[src/rtl/utf8_stream_decoder_unit_assert.svh]
// assertion macros shared by the utf8 stream decoder rtl
// no dependencies; take in with include inside a module body
`ifndef UTF8_STREAM_DECODER_UNIT_ASSERT_SVH
`define UTF8_STREAM_DECODER_UNIT_ASSERT_SVH

// same-cycle implication, disabled while reset is low
`define U8SD_ASSERT_IMP(name, clk_s, rstn_s, ante, cons, msg) \
  name: assert property (@(posedge clk_s) disable iff (!rstn_s) (ante) |-> (cons)) \
    else $error(msg);

// next-cycle implication, disabled while reset is low
`define U8SD_ASSERT_NXT(name, clk_s, rstn_s, ante, cons, msg) \
  name: assert property (@(posedge clk_s) disable iff (!rstn_s) (ante) |=> (cons)) \
    else $error(msg);

`endif

[src/rtl/utf8sd_pkg.sv]
// types, codes and constants of the utf8 stream decoder
// no dependencies; imported by every module of the block
`default_nettype none

package utf8sd_pkg;

  localparam int CP_W        = 21;
  localparam int LEN_W       = 3;
  localparam int ST_W        = 3;
  localparam int IN_TDATA_W  = 8;
  localparam int OUT_TDATA_W = 32;
  localparam int OUT_PAD_W   = OUT_TDATA_W - CP_W - LEN_W - ST_W;
  localparam int CFG_AW      = 3;
  localparam int CFG_DW      = 32;

  // register index, taken from the word address
  localparam logic REG_CHECK_RANGES = 1'b0;

  localparam logic [7:0] LEAD2_MASK = 8'hE0;
  localparam logic [7:0] LEAD2_VAL  = 8'hC0;
  localparam logic [7:0] LEAD3_MASK = 8'hF0;
  localparam logic [7:0] LEAD3_VAL  = 8'hE0;
  localparam logic [7:0] LEAD4_MASK = 8'hF8;
  localparam logic [7:0] LEAD4_VAL  = 8'hF0;
  localparam logic [7:0] CONT_MASK  = 8'hC0;
  localparam logic [7:0] CONT_VAL   = 8'h80;

  localparam logic [CP_W-1:0] SURR_LO = 21'h00D800;
  localparam logic [CP_W-1:0] SURR_HI = 21'h00DFFF;
  localparam logic [CP_W-1:0] CP_MAX  = 21'h10FFFF;

  typedef enum logic [ST_W-1:0] {
    ST_OK            = 3'd0,
    ST_BAD_LEAD      = 3'd1,
    ST_BAD_CONT      = 3'd2,
    ST_SURROGATE     = 3'd3,
    ST_ABOVE_MAX     = 3'd4,
    ST_TRUNCATED     = 3'd5,
    ST_END_AFTER_ERR = 3'd6
  } status_t;

  typedef struct packed {
    logic [7:0] data_byte;
    logic       end_of_string;
  } in_word_t;

  typedef struct packed {
    logic             string_done;
    status_t          status;
    logic [LEN_W-1:0] seq_length;
    logic [CP_W-1:0]  code_point;
  } res_t;

  typedef struct packed {
    logic [1:0]       bytes_left;
    logic [CP_W-1:0]  partial_value;
    logic [LEN_W-1:0] sequence_size;
    logic             skipping;
  } seq_state_t;

endpackage

`default_nettype wire

[src/rtl/utf8sd_cfg.sv]
// configuration register bank, apb-style write and read
// depends on utf8sd_pkg
`default_nettype none

module utf8sd_cfg
  import utf8sd_pkg::*;
(
  input  wire logic              clk,
  input  wire logic              rst_n,
  input  wire logic              psel,
  input  wire logic              penable,
  input  wire logic              pwrite,
  input  wire logic [CFG_AW-1:0] paddr,
  input  wire logic [CFG_DW-1:0] pwdata,
  output logic      [CFG_DW-1:0] prdata,
  output logic                   check_ranges
);

  logic check_ranges_r;
  logic check_ranges_nxt;
  logic wr_en;

  // pready is tied high, so the access phase always completes
  assign wr_en = psel && penable && pwrite;

  always_comb begin
    check_ranges_nxt = check_ranges_r;
    if (wr_en && (paddr[CFG_AW-1] == REG_CHECK_RANGES)) begin
      check_ranges_nxt = pwdata[0];
    end
  end

  always_ff @(posedge clk) begin
    if (!rst_n) begin
      check_ranges_r <= 1'b1;
    end else begin
      check_ranges_r <= check_ranges_nxt;
    end
  end

  always_comb begin
    prdata = '0;
    if (paddr[CFG_AW-1] == REG_CHECK_RANGES) begin
      prdata[0] = check_ranges_r;
    end
  end

  assign check_ranges = check_ranges_r;

endmodule

`default_nettype wire

[src/rtl/utf8sd_in_reg.sv]
// input register: holds one byte word ahead of the decode logic
// depends on utf8sd_pkg
`default_nettype none

module utf8sd_in_reg
  import utf8sd_pkg::*;
(
  input  wire logic     clk,
  input  wire logic     rst_n,
  input  wire logic     in_valid,
  output logic          in_ready,
  input  wire in_word_t in_word,
  input  wire logic     advance,
  output logic          held_valid,
  output in_word_t      held_word
);

  logic     valid_r;
  logic     valid_nxt;
  in_word_t word_r;
  logic     load;

  assign in_ready = !valid_r || advance;
  assign load     = in_valid && in_ready;

  always_comb begin
    valid_nxt = valid_r;
    if (load) begin
      valid_nxt = 1'b1;
    end else if (advance) begin
      valid_nxt = 1'b0;
    end
  end

  always_ff @(posedge clk) begin
    if (!rst_n) begin
      valid_r <= 1'b0;
    end else begin
      valid_r <= valid_nxt;
    end
  end

  always_ff @(posedge clk) begin
    if (load) begin
      word_r <= in_word;
    end
  end

  assign held_valid = valid_r;
  assign held_word  = word_r;

endmodule

`default_nettype wire

[src/rtl/utf8sd_core.sv]
// sequence state and single-pass decode of one byte
// depends on utf8sd_pkg
`default_nettype none

module utf8sd_core
  import utf8sd_pkg::*;
(
  input  wire logic     clk,
  input  wire logic     rst_n,
  input  wire logic     advance,
  input  wire in_word_t word,
  input  wire logic     check_ranges,
  output logic          has_res,
  output res_t          res,
  output logic          idle
);

  seq_state_t st_r;
  seq_state_t st_nxt;

  logic [7:0]      b;
  logic            eos;
  logic [CP_W-1:0] acc_pv;
  logic [1:0]      bl_dec;
  logic            fail;
  status_t         fail_code;

  assign b      = word.data_byte;
  assign eos    = word.end_of_string;
  assign acc_pv = {st_r.partial_value[CP_W-7:0], b[5:0]};
  assign bl_dec = st_r.bytes_left - 2'd1;

  always_comb begin
    st_nxt    = st_r;
    has_res   = 1'b0;
    res       = '0;
    fail      = 1'b0;
    fail_code = ST_OK;
    if (st_r.skipping) begin
      if (eos) begin
        st_nxt          = '0;
        has_res         = 1'b1;
        res.status      = ST_END_AFTER_ERR;
        res.string_done = 1'b1;
      end
    end else if (st_r.bytes_left == 2'd0) begin
      priority if (!b[7]) begin
        st_nxt          = '0;
        has_res         = 1'b1;
        res.code_point  = {{(CP_W-8){1'b0}}, b};
        res.seq_length  = LEN_W'(1);
        res.string_done = eos;
      end else if ((b & LEAD2_MASK) == LEAD2_VAL) begin
        st_nxt.partial_value = {{(CP_W-5){1'b0}}, b[4:0]};
        st_nxt.sequence_size = LEN_W'(2);
        st_nxt.bytes_left    = 2'd1;
        fail                 = eos;
        fail_code            = ST_TRUNCATED;
      end else if ((b & LEAD3_MASK) == LEAD3_VAL) begin
        st_nxt.partial_value = {{(CP_W-4){1'b0}}, b[3:0]};
        st_nxt.sequence_size = LEN_W'(3);
        st_nxt.bytes_left    = 2'd2;
        fail                 = eos;
        fail_code            = ST_TRUNCATED;
      end else if ((b & LEAD4_MASK) == LEAD4_VAL) begin
        st_nxt.partial_value = {{(CP_W-3){1'b0}}, b[2:0]};
        st_nxt.sequence_size = LEN_W'(4);
        st_nxt.bytes_left    = 2'd3;
        fail                 = eos;
        fail_code            = ST_TRUNCATED;
      end else begin
        fail      = 1'b1;
        fail_code = ST_BAD_LEAD;
      end
    end else if ((b & CONT_MASK) != CONT_VAL) begin
      fail      = 1'b1;
      fail_code = ST_BAD_CONT;
    end else if (bl_dec != 2'd0) begin
      st_nxt.partial_value = acc_pv;
      st_nxt.bytes_left    = bl_dec;
      fail                 = eos;
      fail_code            = ST_TRUNCATED;
    end else begin
      // last continuation byte: range checks when check_ranges is set, then emit
      priority if (check_ranges && (acc_pv >= SURR_LO) && (acc_pv <= SURR_HI)) begin
        fail      = 1'b1;
        fail_code = ST_SURROGATE;
      end else if (check_ranges && (acc_pv > CP_MAX)) begin
        fail      = 1'b1;
        fail_code = ST_ABOVE_MAX;
      end else begin
        st_nxt          = '0;
        has_res         = 1'b1;
        res.code_point  = acc_pv;
        res.seq_length  = st_r.sequence_size;
        res.string_done = eos;
      end
    end
    if (fail) begin
      st_nxt          = '0;
      st_nxt.skipping = !eos;
      has_res         = 1'b1;
      res             = '0;
      res.status      = fail_code;
      res.string_done = eos;
    end
  end

  always_ff @(posedge clk) begin
    if (!rst_n) begin
      st_r <= '0;
    end else if (advance) begin
      st_r <= st_nxt;
    end
  end

  assign idle = (st_r.bytes_left == 2'd0) && !st_r.skipping;

endmodule

`default_nettype wire

[src/rtl/utf8sd_out_reg.sv]
// result register between the decode logic and the output channel
// depends on utf8sd_pkg
`default_nettype none

module utf8sd_out_reg
  import utf8sd_pkg::*;
(
  input  wire logic clk,
  input  wire logic rst_n,
  input  wire logic load,
  input  wire res_t res_in,
  output logic      free,
  output logic      out_valid,
  input  wire logic out_ready,
  output res_t      res_out
);

  logic valid_r;
  logic valid_nxt;
  res_t res_r;

  assign free = !valid_r || out_ready;

  always_comb begin
    valid_nxt = valid_r;
    if (load) begin
      valid_nxt = 1'b1;
    end else if (out_ready) begin
      valid_nxt = 1'b0;
    end
  end

  always_ff @(posedge clk) begin
    if (!rst_n) begin
      valid_r <= 1'b0;
    end else begin
      valid_r <= valid_nxt;
    end
  end

  always_ff @(posedge clk) begin
    if (load) begin
      res_r <= res_in;
    end
  end

  assign out_valid = valid_r;
  assign res_out   = res_r;

endmodule

`default_nettype wire

[src/rtl/utf8_stream_decoder_unit.sv]
// channel  | dir | handshake           | payload
// in_      | in  | tvalid / tready     | tdata = data_byte, tlast = end_of_string
// out_     | out | tvalid / tready     | tdata = code_point, seq_length, status; tlast
// cfg_     | in  | psel/penable/pwrite | paddr, pwdata, prdata (check_ranges at 0x0)
//
// one byte word per cycle while the output does not stall; a taken word is held in the
// input register, then decoded, and any result it gives goes into the result register
// the decode is one pass of logic on the input register and sequence state
// reset: synchronous, active low; check_ranges comes out of reset as 1
// an output stall holds the result register, and the input register then fills;
// in_tready drops only while both are occupied
// depends on utf8sd_pkg, utf8sd_cfg, utf8sd_in_reg, utf8sd_core, utf8sd_out_reg
`default_nettype none

module utf8_stream_decoder_unit
  import utf8sd_pkg::*;
(
  input  wire logic                   clk,
  input  wire logic                   rst_n,
  input  wire logic                   in_tvalid,
  output logic                        in_tready,
  input  wire logic [IN_TDATA_W-1:0]  in_tdata,   // [7:0] data_byte
  input  wire logic                   in_tlast,
  output logic                        out_tvalid,
  input  wire logic                   out_tready,
  output logic      [OUT_TDATA_W-1:0] out_tdata,  // [20:0] code_point, [23:21] seq_length,
                                                  // [26:24] status, [31:27] zero
  output logic                        out_tlast,
  input  wire logic                   cfg_psel,
  input  wire logic                   cfg_penable,
  input  wire logic                   cfg_pwrite,
  input  wire logic [CFG_AW-1:0]      cfg_paddr,
  input  wire logic [CFG_DW-1:0]      cfg_pwdata,
  output logic      [CFG_DW-1:0]      cfg_prdata,
  output logic                        cfg_pready
);

  in_word_t in_word;
  in_word_t held_word;
  logic     held_valid;
  logic     advance;
  logic     check_ranges;
  logic     has_res;
  res_t     res_nxt;
  res_t     res_q;
  logic     out_free;
  logic     core_idle;

  assign cfg_pready            = 1'b1;
  assign in_word.data_byte     = in_tdata;
  assign in_word.end_of_string = in_tlast;

  // a held word moves on only when the result register can take its result
  assign advance = held_valid && out_free;

  utf8sd_cfg u_cfg (
    .clk          (clk),
    .rst_n        (rst_n),
    .psel         (cfg_psel),
    .penable      (cfg_penable),
    .pwrite       (cfg_pwrite),
    .paddr        (cfg_paddr),
    .pwdata       (cfg_pwdata),
    .prdata       (cfg_prdata),
    .check_ranges (check_ranges)
  );

  utf8sd_in_reg u_in_reg (
    .clk        (clk),
    .rst_n      (rst_n),
    .in_valid   (in_tvalid),
    .in_ready   (in_tready),
    .in_word    (in_word),
    .advance    (advance),
    .held_valid (held_valid),
    .held_word  (held_word)
  );

  utf8sd_core u_core (
    .clk          (clk),
    .rst_n        (rst_n),
    .advance      (advance),
    .word         (held_word),
    .check_ranges (check_ranges),
    .has_res      (has_res),
    .res          (res_nxt),
    .idle         (core_idle)
  );

  utf8sd_out_reg u_out_reg (
    .clk       (clk),
    .rst_n     (rst_n),
    .load      (advance && has_res),
    .res_in    (res_nxt),
    .free      (out_free),
    .out_valid (out_tvalid),
    .out_ready (out_tready),
    .res_out   (res_q)
  );

  assign out_tdata = {{OUT_PAD_W{1'b0}}, res_q.status, res_q.seq_length, res_q.code_point};
  assign out_tlast = res_q.string_done;

`include "utf8_stream_decoder_unit_assert.svh"

  `U8SD_ASSERT_IMP(a_err_zero, clk, rst_n, out_tvalid && (res_q.status != ST_OK), (res_q.code_point == '0) && (res_q.seq_length == '0), "error word carries a code point or length")
  `U8SD_ASSERT_IMP(a_ok_len, clk, rst_n, out_tvalid && (res_q.status == ST_OK), (res_q.seq_length != '0) && (res_q.seq_length <= LEN_W'(4)), "ok word with bad sequence length")
  `U8SD_ASSERT_IMP(a_end_done, clk, rst_n, out_tvalid && ((res_q.status == ST_TRUNCATED) || (res_q.status == ST_END_AFTER_ERR)), res_q.string_done, "end-of-string status without string_done")
  `U8SD_ASSERT_NXT(a_eos_idle, clk, rst_n, advance && held_word.end_of_string, core_idle, "sequence state not cleared after final byte")

endmodule

`default_nettype wire
[config.mk]
export PLATFORM = sky130hd
export DESIGN_NAME = utf8_stream_decoder_unit
export DESIGN_NICKNAME = d
export VERILOG_FILES = /design/src/rtl/utf8sd_pkg.sv /design/src/rtl/utf8sd_cfg.sv /design/src/rtl/utf8sd_in_reg.sv /design/src/rtl/utf8sd_core.sv /design/src/rtl/utf8sd_out_reg.sv /design/src/rtl/utf8_stream_decoder_unit.sv
export VERILOG_INCLUDE_DIRS = /design/src /design/src/rtl
export SDC_FILE = /design/constraint.sdc
export NUM_CORES = 1
export LEC_CHECK = 0
export BUFFER_PORTS_ARGS = -buffer_cell sky130_fd_sc_hd__buf_2
export CAP_MARGIN = 0
export CORE_UTILIZATION = 44
export DETAILED_ROUTE_END_ITERATION = 7
export GPL_TIMING_DRIVEN = 0
export PLACE_DENSITY_LB_ADDON = 0.2
export SLEW_MARGIN = 30
export SYNTH_ARGS = -nofsm -noshare
export SYNTH_HDL_FRONTEND = slang
export SYNTH_SLANG_ARGS = --single-unit
[constraint.sdc]
create_clock -name clk -period 3.3 [get_ports clk]
set_input_delay 0.495 -clock clk [delete_from_list [all_inputs] [get_ports clk]]
set_output_delay 0.495 -clock clk [all_outputs]
set_load 0.02 [all_outputs]
== After elaboration in Yosys (flattened, before gate mapping) ==
Cells that the tools add are included.

* Add/sub/neg operators: 1
* Magnitude comparators: 3
* Equality and inequality tests: 12
* Muxes and demuxes: 64
* Bitwise operators: 1
* Reductions and logical operators: 21

{| class="wikitable"
|+ Operator list
! kind !! count
|-
| 27-bit 2-to-1 mux || 7
|-
| 24-bit 2-to-1 mux || 6
|-
| 26-bit 2-to-1 mux || 4
|-
| 3-bit 2-to-1 mux || 11
|-
| 1-bit 2-to-1 mux || 31
|-
| 28-bit 2-to-1 mux || 1
|-
| 23-bit 2-to-1 mux || 1
|-
| 22-bit 2-to-1 mux || 1
|-
| 21-bit by 16-bit greater-or-equal comparator with 1-bit output (second input constant) || 1
|-
| 21-bit > comparator (second input constant) || 1
|-
| 21-bit by 16-bit <= comparator with 1-bit output (second input constant) || 1
|-
| 4-bit by 1-bit inequality test with 1-bit output (second input constant) || 4
|-
| 5-bit by 1-bit inequality test with 1-bit output (second input constant) || 2
|-
| 1-bit logical AND || 9
|-
| 4-bit 2-to-1 mux || 2
|-
| 7-bit by 5-bit inequality test with 1-bit output (second input constant) || 1
|-
| 7-bit AND reduction || 1
|-
| 6-bit AND reduction || 1
|-
| 2-bit nonzero test || 3
|-
| 5-bit == test (second input constant) || 1
|-
| 4-bit == test (second input constant) || 1
|-
| 3-bit == test (second input constant) || 1
|-
| 1-bit zero test || 3
|-
| 3-bit inequality test (second input constant) || 1
|-
| 6 further kinds || 7
|}

* Register bits: 61
* Output and inout bits: 68
* Logic and storage cells: 115

== Longest topological paths before layout ==
Gate-level depths: netlist (run 1).

* Depth after elaboration: 11
* Gate-level depth with buffers: 9
* Mapped depth without buffers: 6

== Cells and area by module ==
Synthesis (run 1) repeated with hierarchy kept, for this count alone.

* Cell total of the unflattened synthesis: 272
* Area total of the unflattened synthesis: 2954.1 um^2

{| class="wikitable"
|+ Modules (own cells, without submodules)
! module !! times used !! cells each !! area an instance (um^2) !! seq. area each (um^2)
|-
| utf8sd_core || 1 || 178 || 1362.6 || 420.4
|-
| utf8sd_out_reg || 1 || 32 || 889.6 || 860.8
|-
| utf8sd_in_reg || 1 || 14 || 327.8 || 290.3
|-
| utf8sd_cfg || 1 || 38 || 309.0 || 20.0
|-
| utf8_stream_decoder_unit || 1 || 10 || 65.1 || 0.0
|}

== Least setup slack after synthesis (run 1) ==
OpenSTA, ideal clock, no wires.

* Path kind: reg-to-reg
* Start: register u_core.st_r (netlist bit u_core.acc_pv[16])
* End: register u_out_reg.res_r (netlist bit u_out_reg.res_out[0]), enable pin
* Setup time: 0.422 ns
* Arrival time: 3.106 ns
* Data required time: 2.878 ns
* Setup slack: -0.228 ns
* Cell stages (with the launch flop): 6
* Buffers on the path: 1
* Clock period less this slack: 3.528 ns
* Cells stage by stage: dfxtp_1 > or4_4 > or3_1 > buf_2 > a211o_1 > a21oi_1

* Word-level cells in the longest chain between the ends: 10
* Elaborated cells on any way between the ends: 20

{| class="wikitable"
|+ RTL lines
! item !! line !! text
|-
| start: declaration || utf8sd_core.sv:18 || <nowiki>seq_state_t st_r;</nowiki>
|-
| start signal: assignment || utf8sd_core.sv:113 || <nowiki>st_r <= st_nxt;</nowiki>
|-
| 21-bit > comparator / 21-bit by 16-bit greater-or-equal comparator with 1-bit output (equally long branches) || utf8sd_core.sv:88, utf8sd_core.sv:85 ||
|-
| 1-bit logical AND, on equally long branches || utf8sd_core.sv:88, utf8sd_core.sv:85 ||
|-
| 1-bit 2-to-1 mux / 1-bit logical AND (equally long branches) || utf8sd_core.sv:88, utf8sd_core.sv:85 ||
|-
| 1-bit 2-to-1 mux || utf8sd_core.sv:85 || <nowiki>priority if (check_ranges && (acc_pv >= SURR_LO) && (acc_pv <= SURR_HI)) begin</nowiki>
|-
| 1-bit 2-to-1 mux || utf8sd_core.sv:78 || <nowiki>end else if (bl_dec != 2'd0) begin</nowiki>
|-
| 1-bit 2-to-1 mux || utf8sd_core.sv:75 || <nowiki>end else if ((b & CONT_MASK) != CONT_VAL) begin</nowiki>
|-
| 1-bit 2-to-1 mux || utf8sd_core.sv:46 || <nowiki>end else if (st_r.bytes_left == 2'd0) begin</nowiki>
|-
| 1-bit 2-to-1 mux || utf8sd_core.sv:39 || <nowiki>if (st_r.skipping) begin</nowiki>
|-
| 1-bit 2-to-1 mux (*) || utf8sd_core.sv:99 || <nowiki>if (fail) begin</nowiki>
|-
| 1-bit logical AND (*) || utf8_stream_decoder_unit.sv:93 || <nowiki>.load (advance && has_res),</nowiki>
|-
| via u_out_reg.load || utf8sd_out_reg.sv:10 || <nowiki>input wire logic load,</nowiki>
|-
| end signal: assignment || utf8sd_out_reg.sv:43 || <nowiki>res_r <= res_in;</nowiki>
|-
| end: declaration || utf8sd_out_reg.sv:20 || <nowiki>res_t res_r;</nowiki>
|}

Mark *: on every way through the listed nets, which the timed path passes. The rest lies on a longest branch.
A chain may end at the register's enable or synchronous reset.

== Worst setup path after layout (run 1) ==
* Start: register u_core.st_r (netlist bit u_core.acc_pv[16])
* End: register u_out_reg.res_r (netlist bit u_out_reg.res_out[14]), enable pin

Same word-level chain as after synthesis.

==> flow_metrics.tcl, run 1 <==
set metrics [dict create \
    dieHeight_um 84.7 \
    synthTopCellsByCount "buf_4, edfxtp_1, nand2_1" \
    antenna_found_initial 0 \
    cts_resized 0 \
    synth_area_leaders "edfxtp_1, dfxtp_1, buf_4" \
    ir_worst_vdd_mv 0.330 \
    place_hpwl_um 4560 \
    cts_tree "built" \
    clkLatencyLatePin_ps 340 \
    path_class "reg2reg" \
    synthToLayoutAreaGrowth_pct 23.1 \
    numPortBuffers 47 \
    nFillCells 576 \
    finalSetupViolCount 0 \
    clockBufferDepth 2 \
    yosysSeqAreaShare 0.529 \
    rrSetupSlack_ps 520 \
    synth-seq-cells 61 \
    grt_start_max_net_pins 19 \
    io_pins 119 \
    grt_pass1_vias 2032 \
    rr_endpoint "u_out_reg.res_out[14]" \
    ys_async_sr_fraction 0 \
    firstDrtPassIters 6 \
    maxSlewViolCount 0 \
    totalWireLength_um 6260 \
    cts_root_buffer "clkbuf_8" \
    setup.worst_path.end_class "flop" \
    final_area_mm2 0.00370 \
    skew_ps 9.44 \
    ant_nets 0 \
    critPathMaxFanout 18 \
    final_nets 440 \
    post_synth_inst_count 293 \
    post-cts-setup-buffers 0 \
    hp-class "in2reg" \
    track_usage 0.187 \
    cts_sinks 61 \
    overflow 0 \
    clk_pin_slew_worst_paths_ps 70 \
    synth_top_area_frac 0.369 \
    synth_top_area_cell "edfxtp_1" \
    slew_headroom 0.539 \
    hold_depth 1 \
    synth_edf_count 37 \
    r2r_start "u_core.acc_pv[16]" \
    timing.fmax_ghz 0.360 \
    wl_per_cell_um 13.3 \
    gp_congestion 0.830 \
    avgViaCountPerCell 4.92 \
    status "finished clean" \
    cp.required_ps 3350 \
    leakage_nw 1.54 \
    cts_hold_buf 0 \
    grt_first_pass_wirelength_um 10200 \
    dr.first_iter.drc_count 152 \
    route.detailed.drc 0 \
    crit_arrival_ps 2820 \
    fin_crit_sh 0.841 \
    utilization 0.574 \
    yosysMostFrequentCell "buf_4" \
    drive_gt1_frac 0.276 \
    hold_slack_ps 325 \
    period_needed_ps 2780 \
    rsz0062_at_grt "false" \
    power_per_cell_area_mw_per_mm2 480 \
    min_to "u_in_reg.held_word[8]" \
    hold_violations 0 \
    max_cap_violations 0 \
    start_util 0.466 \
    num_vias 2308 \
    mappedNetlistArea_mm2 0.00301 \
    reg2regPathDepth 6 \
    ys_warn_count 0 \
    worst-slew-pin-transition_ps 688 \
    htreeDepth 3 \
    min_from "in_tdata[7]" \
    antenna_cells 0 \
    yosys_most_used_dff "edfxtp_1" \
    rows 29 \
    syn_avg_cell_area_um2 10.3 \
    die_area_mm2 0.00718 \
    power_mw 1.78 \
    placed_area_mm2 0.00351 \
    cp-start-kind "flop" \
    yosys.cell_types.count 51 \
    core_mm2 0.00646 \
    die_x_um 84.7 \
    cts_buffers 9 \
]
cell type report:
class	count	area, um2	area share
clock inverters	5	51.3	0.0138
flip-flops and latches	61	1590	0.430
plain buffers	56	367	0.0990
inverters	5	18.8	0.00507
clock buffers	11	141	0.0382
multi-input cells	206	1180	0.317
repair buffers	48	263	0.0709
well taps	77	96.3	0.0260
worst max-delay path by stage:
| stage | startpoint | endpoint | slack (ps) | depth (start not counted) |
|---|---|---|---|---|
| floorplan | u_core.acc_pv[16] | u_out_reg.res_out[0] | 320 | 5 |
| global placement | u_core.acc_pv[16] | u_out_reg.res_out[8] | -130 | 5 |
| detailed placement | u_core.acc_pv[16] | u_out_reg.res_out[8] | 520 | 6 |
| CTS | u_core.acc_pv[16] | u_out_reg.res_out[14] | 500 | 6 |
| global route | u_core.acc_pv[16] | u_out_reg.res_out[14] | 420 | 6 |
| finish | u_core.acc_pv[16] | u_out_reg.res_out[14] | 520 | 6 |
state kept, by name, summed over array words and instances, names as in the netlist:
register and cells:
u_cfg.check_ranges 1, u_core.st_r 6, u_core.acc_pv 15, u_out_reg.out_valid 1, u_in_reg.held_valid 1, u_out_reg.res_out 28, u_in_reg.held_word 9
layer usage:
metal | wire length (um) | up-vias | GRT usage
met3 | 309 | 9 | 0.0413
met4 | 75 | 0 | 0.0740
li1 | - | 1176 | -
met1 | 2810 | 1039 | 0.240
met5 | 0 | - | 0
met2 | 3060 | 84 | 0.307
power breakdown:
part | total, mW | internal (mW) | switching, mW | leakage (nW)
combinational | 0.276 | 0.0960 | 0.180 | 0.892
sequential | 0.859 | 0.842 | 0.0170 | 0.551
clock | 0.642 | 0.364 | 0.278 | 0.0984
total | 1.78 | 1.30 | 0.474 | 1.54
metrics by stage:
step	instances	TNS, ps	setup slack [ps]
global route	469	0	421
floorplan	328	0	323
CTS	469	0	495
detailed placement	453	0	518
finish	469	0	524
global placement	452	-3610	-130
worst max-delay path: stages, from the launching register on:
cell and delay [ps]:
dfxtp_1 320, or4_4 550, or3_1 380, buf_2 190
a211o_1 390, a21oi_4 440, buf_16 210
logic make-up after synthesis:
logic type / after synthesis / share of synthesized area
compound gates: 56 / 0.131
fa+ha+maj: 2 / 0.00831
buf+inv: 61 / 0.128
flops: 61 / 0.529
mux: 1 / 0.00333
other cells: 2 / 0.00249
simple gates: 110 / 0.198
cells in the final DEF, fill, tap and decap left out, types with 3 or more instances in the layout:
| cell type | instances |
|---|---|
| conb_1 | 37 |
| nor2_1 | 13 |
| and3_1 | 3 |
| a211oi_1 | 3 |
| buf_4 | 39 |
| inv_1 | 4 |
| o21ai_0 | 9 |
| clkbuf_1 | 14 |
| nand2_1 | 29 |
| a21oi_1 | 8 |
| nand4_1 | 17 |
| nand2b_1 | 6 |
| clkbuf_8 | 10 |
| o211ai_1 | 4 |
| dfxtp_1 | 24 |
| and2_1 | 17 |
| nor2b_1 | 5 |
| o21ai_1 | 8 |
| edfxtp_1 | 37 |
| buf_2 | 49 |
| nand3_1 | 7 |
| clkinv_1 | 3 |
Note: power is estimated with default switching activity, not from simulation.
==> run 2: changes to the inputs <==
--- a/config.mk
+++ b/config.mk
@@ -8,7 +8,7 @@
 export LEC_CHECK = 0
 export BUFFER_PORTS_ARGS = -buffer_cell sky130_fd_sc_hd__buf_2
 export CAP_MARGIN = 0
-export CORE_UTILIZATION = 44
+export CORE_UTILIZATION = 49
 export DETAILED_ROUTE_END_ITERATION = 7
 export GPL_TIMING_DRIVEN = 0
 export PLACE_DENSITY_LB_ADDON = 0.2
==> constraint.sdc (replaced) <==
create_clock -name clk -period 2.8 [get_ports clk]
set_input_delay 0.42 -clock clk [delete_from_list [all_inputs] [get_ports clk]]
set_output_delay 0.42 -clock clk [all_outputs]
set_load 0.02 [all_outputs]
==> run 2 against run 1 <==
Compared with the run above:
- cell count is the same
- power grew 23%
- critical path type unchanged
- count of clock-buffer cells in the layout shrank 2
- core utilization grew 6.2 points
- clock skew is essentially flat
- register-to-register slack lost 340 ps
- cell area grew 1.5%
- clock power grew 32%
- critical endpoint is now u_out_reg.res_out[3]
- sequential power grew 18%
- non-clock buffer count grew 1
- wire length grew 3.6%
==> flow_metrics.tcl, run 2 (synthesized netlist as in run 1, its figures left out) <==
set metrics [dict create \
    status "finished clean" \
    path_cells "or4_4, or3_1, buf_2, a311oi_2, a21oi_4, buf_12" \
    ir_worst_vdd_mv 0.364 \
    start_util 0.508 \
    max_cap_violations 0 \
    hp-class "in2reg" \
    skew_ps 9.13 \
    final_cell_mix "buf_2, buf_4, conb_1, edfxtp_1, nand2_1" \
    num_vias 2345 \
    cp.buffers_inverters 2 \
    internal_power_mw 1.61 \
    preCtsSetupSlack_ps -197 \
    min_to "u_in_reg.held_word[6]" \
    maxSlewViolCount 0 \
    slew_headroom 0.570 \
    cts_hold_buf 0 \
    gp_congestion 0.886 \
    utilization 0.635 \
    finalSetupViolCount 0 \
    leakage_nw 1.57 \
    max_stage_delay_ps 590 \
    r2r_start "u_core.acc_pv[16]" \
    rr_endpoint "u_out_reg.res_out[3]" \
    wl_per_cell_um 13.8 \
    totalWireLength_um 6480 \
    numPortBuffers 47 \
    antenna_found_initial 0 \
    grt_start_max_net_pins 15 \
    cts_root_buffer "clkbuf_8" \
    dr.first_iter.drc_count 174 \
    dieHeight_um 80.4 \
    path_class "reg2reg" \
    min_from "in_tdata[5]" \
    clk_pin_slew_worst_paths_ps 70 \
    route.detailed.drc 0 \
    layout_commonest_cell "buf_2" \
    clockBufferDepth 2 \
    final_nets 442 \
    fin_crit_sh 0.933 \
    htreeDepth 3 \
    reg2regPathDepth 6 \
    grt_first_pass_wirelength_um 10100 \
    antenna_cells 0 \
    setup.worst_path.end_class "flop" \
    rsz0062_at_grt "false" \
    period_needed_ps 2610 \
    die_area_mm2 0.00646 \
    p_sw_uw 587 \
    hold_depth 1 \
    power_mw 2.19 \
    worst-slew-pin-transition_ps 642 \
    tns_ps 0 \
    die_x_um 80.4 \
    p_seq_frac 0.461 \
    ant_nets 0 \
    cp.required_ps 2910 \
    layout_setup_ws_ps 188 \
    synthToLayoutAreaGrowth_pct 24.9 \
    slowest_stage "a311oi_2" \
    cts_buffers 9 \
    critPathMaxFanout 13 \
    rows 28 \
    firstDrtPassIters 4 \
    cts_sinks 61 \
    largest_reg_flops 28 \
    clkLatencyLatePin_ps 340 \
    power_frac_comb 0.153 \
    power.share.switching 0.268 \
    io_pins 119 \
    power_frac_clock 0.386 \
    power_per_cell_area_mw_per_mm2 583 \
    drive_gt1_frac 0.289 \
    track_usage 0.217 \
    avgViaCountPerCell 5.00 \
    overflow 0 \
    place_hpwl_um 4500 \
    rrSetupSlack_ps 190 \
    crit_arrival_ps 2720 \
    hold_violations 0 \
    crit_family "simple AND/OR/NAND/NOR gates" \
    timing.fmax_ghz 0.383 \
    cp-start-kind "flop" \
    cts_tree "built" \
    hold_slack_ps 253 \
    grt_pass1_vias 2059 \
    core_mm2 0.00592 \
]
[run 2: layer usage]
| layer | GRT usage | part of all wire | wire length (um) |
|---|---|---|---|
| met5 | 0 | 0 | 0 |
| met4 | 0.114 | 0.027 | 176 |
| met3 | 0.0477 | 0.050 | 324 |
| met2 | 0.356 | 0.50 | 3230 |
| met1 | 0.266 | 0.42 | 2750 |
[run 2: stage by stage]
step                cells  cell area [um2]
CTS                   467             3720
global placement      450             3480
floorplan             328             3150
finish                469             3760
global route          469             3760
detailed placement    450             3480
[run 2: layout make-up]
type | instances | area, um2
Fill cell | 514 | 2160
Sequential cell | 61 | 1590
Multi-Input combinational cell | 207 | 1200
Buffer | 56 | 369
Timing Repair Buffer | 49 | 275
Clock buffer | 9 | 124
Tap cell | 75 | 93.8
Clock inverter | 7 | 90.1
Inverter | 5 | 18.8
[run 2: repair_timing]
action | 4_1_cts | 5_1_grt
setup buffers | 0 | 2
gates resized for setup | 2 | 4
pin swaps | 1 | 2
setup endpoints to repair | 28 | 30
gates cloned | 1 | 0
[run 2: worst max path at each step]
| stage | startpoint | to | slack [ps] | cells after the start |
|---|---|---|---|---|
| floorplan | u_core.acc_pv[16] | u_out_reg.res_out[0] | 140 | 5 |
| global placement | u_core.acc_pv[16] | u_out_reg.res_out[11] | -150 | 5 |
| detailed placement | u_core.acc_pv[16] | u_out_reg.res_out[12] | -200 | 5 |
| CTS | u_core.acc_pv[16] | u_out_reg.res_out[25] | 9 | 5 |
| global route | u_core.st_r[26] | u_core.st_r[2] | 80 | 9 |
| finish | u_core.acc_pv[16] | u_out_reg.res_out[3] | 190 | 6 |
[run 2: power by group through the flow]
stage | clock network, mW | registers (mW) | logic, mW
detailed placement | 0 | 1.03 | 0.313
global placement | 0 | 1.03 | 0.312
floorplan | 0 | 1.06 | 0.214
finish | 0.846 | 1.01 | 0.335
CTS | 0.856 | 1.01 | 0.320
global route | 0.893 | 1.02 | 0.365
==> run 3: changes to the inputs <==
--- a/config.mk
+++ b/config.mk
@@ -8,9 +8,9 @@
 export LEC_CHECK = 0
 export BUFFER_PORTS_ARGS = -buffer_cell sky130_fd_sc_hd__buf_2
 export CAP_MARGIN = 0
+export CORE_ASPECT_RATIO = 0.7
 export CORE_UTILIZATION = 49
 export DETAILED_ROUTE_END_ITERATION = 7
-export GPL_TIMING_DRIVEN = 0
 export PLACE_DENSITY_LB_ADDON = 0.2
 export SLEW_MARGIN = 30
 export SYNTH_ARGS = -nofsm -noshare
==> run 3 against run 2 <==
Compared with the run above:
- non-clock buffer count shrank 49
- cell count down 11%
- critical path depth is 1 lower
- worst hold slack gained 1.5 ps
- combinational power is 17% lower
- sequential share of layout area rose by 4.7 points
- clock power shrank 10%
- first-iteration DRC count down 25%
- sequential power hardly changed
- count of clock-buffer cells in the layout increased by 3
- clock skew is 1.1 ps higher
- critical path type unchanged
- largest cell class unchanged
==> flow_metrics.tcl, run 3 (synthesized netlist as in run 1, its figures left out) <==
set metrics [dict create \
    totalWireLength_um 6070 \
    place_hpwl_um 4310 \
    post-cts-setup-buffers 0 \
    period_needed_ps 2530 \
    utilization 0.582 \
    final_nets 392 \
    critPathMaxFanout 21 \
    rows 23 \
    power_frac_clock 0.370 \
    status "finished clean" \
    dr.first_iter.drc_count 131 \
    timing.fmax_ghz 0.396 \
    path_class "reg2reg" \
    layout_commonest_cell "buf_2" \
    final_area_mm2 0.00339 \
    slowest_stage "or4_4" \
    layout_setup_ws_ps 273 \
    max_stage_delay_ps 550 \
    worst-slew-pin-transition_ps 607 \
    power_frac_comb 0.136 \
    power_mw 2.06 \
    cts_sinks 61 \
    crit_arrival_ps 2570 \
    core_mm2 0.00581 \
    grt_first_pass_wirelength_um 9290 \
    final_cell_mix "buf_2, conb_1, edfxtp_1" \
    cts_resized 0 \
    hp-class "in2reg" \
    track_usage 0.197 \
    dieHeight_um 67.6 \
    nFillCells 520 \
    cts_buffers 9 \
    internal_power_mw 1.51 \
    grt_pass1_vias 1888 \
    route.detailed.drc 0 \
    clkLatencyLatePin_ps 340 \
    clockBufferDepth 2 \
    cp.required_ps 2840 \
    die_area_mm2 0.00647 \
    wl_per_cell_um 14.5 \
    ir_worst_vdd_mv 0.359 \
    p_sw_uw 551 \
    tns_ps 0 \
    cts_root_buffer "clkbuf_8" \
    start_util 0.518 \
    rsz0062_at_grt "false" \
    power_per_cell_area_mw_per_mm2 607 \
    htreeDepth 3 \
    cts_hold_buf 0 \
    ant_nets 0 \
    hold_violations 0 \
    placed_area_mm2 0.00319 \
    leakage_nw 1.34 \
    slew_headroom 0.593 \
    finalSetupViolCount 0 \
    path_cells "or4_4, or3_1, a211o_1, a21oi_4, buf_12" \
    antenna_found_initial 0 \
    largest_reg_flops 28 \
    die_x_um 95.7 \
    synthToLayoutAreaGrowth_pct 12.5 \
    io_pins 119 \
    firstDrtPassIters 4 \
    setup.worst_path.end_class "flop" \
    p_seq_frac 0.494 \
    dp.cells 403 \
    max_cap_violations 0 \
    stdcell_count 419 \
    cp-start-kind "flop" \
    drive_gt1_frac 0.218 \
    maxSlewViolCount 0 \
    avgViaCountPerCell 5.20 \
    preCtsSetupSlack_ps 281 \
    overflow 0 \
    power.share.switching 0.268 \
    cts_tree "built" \
    antenna_cells 0 \
    clk_pin_slew_worst_paths_ps 70 \
    skew_ps 10.3 \
    gp_congestion 0.859 \
    num_vias 2179 \
    grt_start_max_net_pins 26 \
    numPortBuffers 48 \
    hold_slack_ps 254 \
    fin_crit_sh 0.903 \
]
run 3: cell types whose count changed in the layout (fill, tap and decap cells not counted), moves of 2 or more:
cell	change
clkinv_1	-2
buf_4	-32
clkbuf_1	-9
clkinv_4	-2
clkbuf_2	-2
run 3: worst max-delay path: cells and delay by family, from the launching register on:
kind	cells	cell delay (ps)
flops	1	320
buf+inv	1	200
simple gates	2	1090
compound gates	2	620
run 3: final timing paths:
path                     start               endpoint  slack (ps)  cells past startpoint
max          u_core.acc_pv[16]  u_out_reg.res_out[10]         270                      5
min                in_tdata[7]  u_in_reg.held_word[8]         250                      1
max reg2reg  u_core.acc_pv[16]  u_out_reg.res_out[10]         270                      5
min reg2reg   u_core.acc_pv[7]       u_core.acc_pv[7]         480                      2
run 3: layout make-up:
type	instances	area, um2	area share
Multi-Input combinational cell	206	1180	0.347
Timing Repair Buffer	56	313	0.0924
Inverter	5	18.8	0.00554
Tap cell	75	93.8	0.0277
Clock buffer	12	145	0.0429
Sequential cell	61	1590	0.470
Clock inverter	4	47.5	0.0140
run 3: per-layer routing:
metal | vias up | GRT usage | part of all wire
met1 | 1018 | 0.280 | 0.51
met5 | - | 0 | 0
met2 | 76 | 0.279 | 0.41
li1 | 1075 | - | -
met4 | 0 | 0.0784 | 0.013
met3 | 10 | 0.0608 | 0.074
run 3: power groups by stage:
| stage | clock (mW) | combinational [mW] | sequential [mW] |
|---|---|---|---|
| after floorplan | 0 | 0.214 | 1.06 |
| after global placement | 0 | 0.273 | 1.03 |
| after detailed placement | 0 | 0.275 | 1.04 |
| after CTS | 0.779 | 0.276 | 1.02 |
| after global routing | 0.808 | 0.302 | 1.02 |
| final | 0.761 | 0.279 | 1.02 |
